`config.mk`:
```
export PLATFORM = sky130hd
export DESIGN_NAME = tbw_divider
export DESIGN_NICKNAME = d
export VERILOG_FILES = /design/src/rtl/core/tbw_pkg.sv /design/src/rtl/core/tbw_divider.sv
export SDC_FILE = /design/constraint.sdc
export NUM_CORES = 2
export LEC_CHECK = 0
export BUFFER_PORTS_ARGS = -buffer_cell sky130_fd_sc_hd__buf_2
export CAP_MARGIN = 20
export CORE_ASPECT_RATIO = 0.5
export CORE_MARGIN = 2
export CORE_UTILIZATION = 60
export DETAILED_ROUTE_END_ITERATION = 8
export MAX_ROUTING_LAYER = met4
export PLACE_DENSITY = 0.84
export SLEW_MARGIN = 10
export SYNTH_ARGS = -nofsm -noshare
export SYNTH_HDL_FRONTEND = slang
export SYNTH_SLANG_ARGS = --single-unit
```
`constraint.sdc`:
```
create_clock -name clk -period 5.6 [get_ports clk]
set_input_delay 0.84 -clock clk [delete_from_list [all_inputs] [get_ports clk]]
set_output_delay 0.84 -clock clk [all_outputs]
set_load 0.1 [all_outputs]
```
`src/rtl/core/tbw_pkg.sv`:
```
// Shared constants for the triangle barycentric weight pipeline.
package tbw_pkg;

	localparam int DIV_INT_STEPS = 4;
	localparam int DIV_EXTRA_STAGES = 3;

endpackage

```
`src/rtl/core/tbw_divider.sv`:
```
// Pipelined restoring divider giving one rounded, saturated signed weight.
module tbw_divider import tbw_pkg::*; #(
	parameter int NW = 37,
	parameter int FB = 14
) (
	input  logic clk,
	input  logic en,
	input  logic [NW-1:0] num_mag,
	input  logic [NW-1:0] den_mag,
	input  logic neg,
	output logic signed [FB+3:0] weight,
	output logic sat
);
	localparam int QW = FB + 5;
	localparam int STEPS = DIV_INT_STEPS + FB + 1;

	logic [NW:0] rem_s [0:STEPS];
	logic [NW-1:0] den_s [0:STEPS];
	logic [QW-1:0] quo_s [0:STEPS];
	logic neg_s [0:STEPS];
	logic big_s [0:STEPS];
	logic signed [FB+3:0] weight_q;
	logic sat_q;

	logic [NW+3:0] nine_den;
	assign nine_den = {1'b0, den_mag, 3'b000} + {4'b0000, den_mag};

	always_ff @(posedge clk) begin
		if (en) begin
			rem_s[0] <= {1'b0, num_mag};
			den_s[0] <= den_mag;
			quo_s[0] <= '0;
			neg_s[0] <= neg;
			big_s[0] <= {4'b0000, num_mag} >= nine_den;
		end
	end

	genvar gi;
	generate
		for (gi = 0; gi < STEPS; gi++) begin : g_step
			logic [NW+3:0] trial;
			logic [NW+3:0] dshift;
			logic take;
			logic [NW:0] rem_next;
			if (gi < DIV_INT_STEPS) begin : g_int
				assign trial = {3'b000, rem_s[gi]};
				assign dshift = {4'b0000, den_s[gi]} << (DIV_INT_STEPS - 1 - gi);
			end else begin : g_frac
				assign trial = {3'b000, rem_s[gi][NW-1:0], 1'b0};
				assign dshift = {4'b0000, den_s[gi]};
			end
			assign take = trial >= dshift;
			assign rem_next = take ? (trial[NW:0] - dshift[NW:0]) : trial[NW:0];
			always_ff @(posedge clk) begin
				if (en) begin
					rem_s[gi+1] <= rem_next;
					den_s[gi+1] <= den_s[gi];
					quo_s[gi+1] <= {quo_s[gi][QW-2:0], take};
					neg_s[gi+1] <= neg_s[gi];
					big_s[gi+1] <= big_s[gi];
				end
			end
		end
	endgenerate

	logic [QW:0] rounded;
	logic [QW-1:0] mag;
	logic [QW-1:0] limit;
	logic [QW-1:0] mag_sel;
	logic over;
	assign rounded = {1'b0, quo_s[STEPS]} + {{QW{1'b0}}, 1'b1};
	assign mag = rounded[QW:1];
	assign limit = ({{(QW-1){1'b0}}, 1'b1} << (FB + 3))
		- {{(QW-1){1'b0}}, ~neg_s[STEPS]};
	assign over = big_s[STEPS] || (mag > limit);
	assign mag_sel = over ? limit : mag;

	always_ff @(posedge clk) begin
		if (en) begin
			weight_q <= neg_s[STEPS] ? $signed(-mag_sel[FB+3:0]) : $signed(mag_sel[FB+3:0]);
			sat_q <= over;
		end
	end

	assign weight = weight_q;
	assign sat = sat_q;
endmodule

```
# Yosys cells after proc, flatten, opt, wreduce, memory -nomap -nowiden
# Memory sizes are Yosys's and may differ from the RTL's.
# Cells that the tools add are included.
# word_totals
out_inout_bits,19
ram_bits,1920
mem_count,5
ff_bits,19
input_bits,77
elab_cells,76
# memory_table
memory,words,word_bits,read_ports,rd_clocked_by_memory_dff,write_ports,line_no,rtl
rem_s,20,38,19,0,20,tbw_divider.sv:17,logic [NW:0] rem_s [0:STEPS];
den_s,20,37,19,0,20,tbw_divider.sv:18,logic [NW-1:0] den_s [0:STEPS];
quo_s,20,19,20,0,20,tbw_divider.sv:19,logic [QW-1:0] quo_s [0:STEPS];
big_s,20,1,20,0,20,tbw_divider.sv:21,logic big_s [0:STEPS];
neg_s,20,1,20,0,20,tbw_divider.sv:20,logic neg_s [0:STEPS];
# classes
n_lt_le_gt_ge,21
n_addsub,23
n_bitwise,1
reduce_logical,1
mux,23
# ops
operator,count
$mux W38,19
$ge A38 B37 Y1,16
$sub A38 B37 Y38,16
$sub A38 B38 Y38,3
$add A40 B37 Y41,1
$ge A37 B41 Y1,1
$ge A38 B40 Y1,1
$ge A38 B39 Y1,1
$ge A38 B38 Y1,1
$mux W18,2
$add A19 B1 Y20 const B,1
$gt A19 B19 Y1,1
$sub A18 B1 Y19 const A,1
$neg A18 Y18,1
$mux W1,2
$logic_or A1 B1 Y1,1
$not A1 Y1,1

# Depth between registers and ports, before layout
# An unclocked memory read counts as a cell.
# logic_depth
ltp_word,8
depth_mapped,23
depth_no_buf,23

# Least setup slack after synthesis
# OpenSTA, ideal clock, no wires.
# synth_path
kind,flip-flop to flip-flop
from,memory quo_s[4][60] (netlist bit)
to,"register weight_q[12], in the netlist weight[12], data pin"
t_required_ps,5340
setup_slack_ps,848
synth_period_minus_slack_ps,4752
setup_time_ps,260
stages_incl_launch_ff,20
path_buffers,0
arrival_time_ps,4492
path_cell_list,edfxtp_1 and4_1 nand4_1 nor2_1 nand2_1 xnor2_1 ha_1 nand4_1 or2_2 nor4_1 a21oi_1 a221oi_1 clkinv_1 or2_2 nand2_1 ha_1 inv_1 o21ai_0 xnor2_1 mux2_2
# synth_lines
element,line_no,rtl
from (decl),tbw_divider.sv:19,
to (signal assigned),tbw_divider.sv:80,weight_q <= neg_s[STEPS] ? $signed(-mag_sel[FB+3:0]) : $signed(mag_sel[FB+3:0]);
to (decl),tbw_divider.sv:22,logic signed [FB+3:0] weight_q;

==> flow_metrics.py <==
metrics = {
    "setup_path": {
        "path_buf_inv": 2,
        "cp_cell_sequence": "and4_1 -> nand4_1 -> nor2_1 -> nand2_1 -> xnor2_1 -> ha_1 -> a21o_1 -> a21oi_1 -> and3b_1 -> o221ai_1 -> a221oi_2 -> clkinv_1 -> or2_2 -> nand2_1 -> ha_1 -> inv_1 -> o21ai_1 -> xnor2_1 -> mux2_2",
        "critPathArrivalTime_ns": 5.68,
        "slowest_delay_ns": 0.48,
        "crit_type": "reg2reg",
        "path_delay_family": "simple AND/OR/NAND/NOR gates",
        "end_kind": "flip-flop",
        "required_ns": 6.12,
        "cp_max_fo": 8,
        "crit_slowest_cell": "edfxtp_1",
        "startpoint_type": "flip-flop",
    },
    "synthesis": {
        "synth_compound_area_share_pct": 15.9,
        "synthMuxAreaShare_pct": 3.08,
        "synth_area_per_cell_sq_um": 11.0,
        "syn-cell-area_sq_um": 97800,
        "synth_top_family_by_area": "compound AO/OA/AOI/OAI gates",
        "syn-num-nets": 9805,
        "synth_seq_area_share_pct": 50.9,
        "synth_edf_count": 1658,
        "yosys_most_used_dff": "edfxtp_1",
        "synthArstFlopShare_pct": 0,
        "yosys.area_share.simple_pct": 10.1,
        "yosysWarnings": 0,
        "synth_xor_area_share_pct": 5.11,
        "synth_seq_cells": 1658,
        "synth_cell_type_count": 112,
        "synthCells": 8920,
        "yosys.area_share.adder_pct": 10.5,
    },
    "finish": {
        "nNetsFinal": 9952,
        "layout_commonest_cell": "edfxtp_1",
        "syn2layout_area_growth_pct": 8.41,
        "drive_above_1_share_pct": 7.76,
        "fillers": 12121,
        "n_antenna_cell": 0,
        "regArea_sq_um": 49800,
        "final_cell_count_no_fill": 11356,
        "multi_input_area_sq_um": 43800,
        "final_cell_mix": "edfxtp_1, inv_1, ha_1, nand2_1, o21ai_0",
    },
    "sta": {
        "setup_violations": 0,
        "clock_skew_ns": 0.0568,
        "min_period_ns": 5.17,
        "fmaxAchievable_ghz": 0.194,
        "timing.final.crit_share_pct": 92.3,
        "maxSlewViolCount": 0,
        "worst_pin_slew_ns": 1.23,
        "hold_violations": 0,
        "rsz0062_at_grt": "false",
        "fin_setup_tns_ns": 0,
        "maxSlewHeadroom_pct": 17.5,
    },
    "run": {
        "cap_violations": 0,
    },
    "placed_design": {
        "io_buffers": 95,
        "gp_congestion": 0.992,
        "dpl.hpwl_um": 148000,
        "dp_cells": 11076,
    },
    "pwr": {
        "p_leak_uw": 0.0441,
        "ir_drop_mv": 0.282,
        "powerDensity_nw_per_um2": 528,
    },
    "global_routing": {
        "grt_pass1_vias": 64613,
        "grt_overflow": 0,
        "grt_pass1_wl_um": 319000,
        "antenna_found_initial": 0,
        "grt_max_degree": 130,
        "grt_use_total_pct": 24.1,
    },
    "clock_tree": {
        "clk_latency_ns": 0.81,
        "ctsHtreeMaxLevel": 4,
        "tritoncts": "yes",
        "clock-sinks": 1658,
        "cts_buffers": 161,
        "cts_buffer_depth": 4,
        "cts_setup_buffers": 0,
        "clockRootBuffer": "clkbuf_16",
        "path_clk_slew_ns": 0.06,
    },
    "routing": {
        "via_per_inst": 5.80,
        "drcViolationCount": 0,
        "wire_per_inst_um": 17.2,
        "firstDrtPassIters": 8,
        "first_iter_violations": 4555,
        "routed-via-count": 65911,
        "wl_um": 195000,
        "final_antenna_net_count": 0,
    },
    "floorplan": {
        "die_x_um": 575,
        "start_util_pct": 60.6,
        "boundaryPins": 96,
        "die_height_um": 290,
        "rows": 104,
        "core_sq_um": 161000,
        "dieArea_sq_um": 166000,
    },
    "worst_hold_path": {
        "hp-class": "in2reg",
    },
    "run_status": {
        "status": "completed",
    },
}
[final cells by class]
type,instances,area share (%)
sequential,1658,47.0
multi-input combinational,6181,41.3
clock buffer,189,3.98
inverter,896,3.17
tap,2173,2.56
timing repair buffer,169,1.28
clock inverter,90,0.749
[worst register-to-register path, delay by kind of cell, from the launching register on]
family / cells / cell delay, ns
mux: 1 / 0.27
compound gates: 5 / 1.17
simple gates: 7 / 1.65
fa+ha+maj: 2 / 0.54
buf+inv: 2 / 0.35
xor+xnor: 2 / 0.46
flops: 1 / 0.48
[final timing paths]
path / startpoint / to / slack, ns / cells past startpoint
setup / recovery: quo_s[4][60] / weight[12] / 0.43 / 19
setup reg to reg: quo_s[4][60] / weight[12] / 0.43 / 19
hold / removal: neg / neg_s[0][0] / 0.21 / 1
hold reg to reg: big_s[0][2] / big_s[0][3] / 0.40 / 0
[synth_stat cells, types with 17 or more instances]
master    count  area share [%]
edfxtp_1   1658              51
inv_1       893             3.4
ha_1        789              10
nand2_1     764             2.9
o21ai_0     689             3.5
a21oi_1     614             3.1
nor2_1      400             1.5
a21o_1      368             2.8
xnor2_1     311             2.8
xor2_1      260             2.3
mux2_2      178             2.0
nand3_1     170            0.87
nor3_1      121            0.62
nand2b_1    118            0.75
nor2b_1     102            0.65
clkbuf_1    101            0.39
nand4_1      97            0.62
o21a_1       85            0.65
o31ai_1      83            0.64
a31oi_1      73            0.47
o21bai_1     70            0.54
and3_1       68            0.43
o21ai_1      65            0.33
a211oi_1     64            0.49
and2_1       49            0.31
buf_2        45            0.23
or3_1        38            0.24
o211ai_1     36            0.28
a211o_1      30            0.27
or2_2        30            0.19
mux2_1       29            0.33
mux2i_1      29            0.30
a21boi_0     27            0.21
mux2_4       26            0.40
nor4_1       26            0.17
a31o_2       22            0.20
fa_1         19            0.39
buf_6        18            0.21
a41oi_1      17            0.15
o31a_1       17            0.15
[power breakdown]
part	switching [uW]	leakage, uW	internal (uW)
sequential	1630	0.0163	18100
combinational	14400	0.0254	11300
clock	4570	0.00244	5950
total	20600	0.0441	35300
[cell families (layout without fill, tap and decap cells)]
kind of cell	count (synthesis)	in the layout
buffers and inverters	1081	1344
adders and majority gates	808	808
muxes	262	262
xor gates and xnor gates	571	571
AOI/OAI and AO/OA	2463	2463
and+or+nand+nor	2077	2077
DFF	1658	1658
[repair_timing]
action                     in CTS  in global routing
hold endpoints to repair        0                  0
hold buffers                    0                  0
setup endpoints to repair       0                  2
resized for setup               0                  1
[per-stage QoR]
step | area [sq um] | setup WS, ns | util, % | hold WS (ns) | total power, uW
floorplan | 97800 | 0.848 | - | 0.400 | 39500
global placement | 101000 | 0.0734 | 62.6 | 0.400 | 44600
detailed placement | 101000 | 0.149 | 62.6 | 0.405 | 45200
CTS | 106000 | 0.311 | 65.7 | 0.149 | 56000
global route | 106000 | 0.0451 | 65.7 | 0.159 | 59900
finish | 106000 | 0.434 | 65.7 | 0.213 | 56000
[registers in the layout (all words and copies together), names as in the netlist]
register	cells
sat	1
den_s	703
quo_s	190
rem_s	706
weight	18
neg_s	20
big_s	20
[metal layers]
layer | part of all wire [%] | vias up | global-route usage, %
met5 | 0 | - | -
met4 | 4.6 | 0 | 10.6
met3 | 3.7 | 464 | 2.74
met2 | 49 | 1574 | 42.1
met1 | 43 | 30801 | 28.4
li1 | - | 33072 | -
Note: power is estimated with default switching activity, not from simulation.
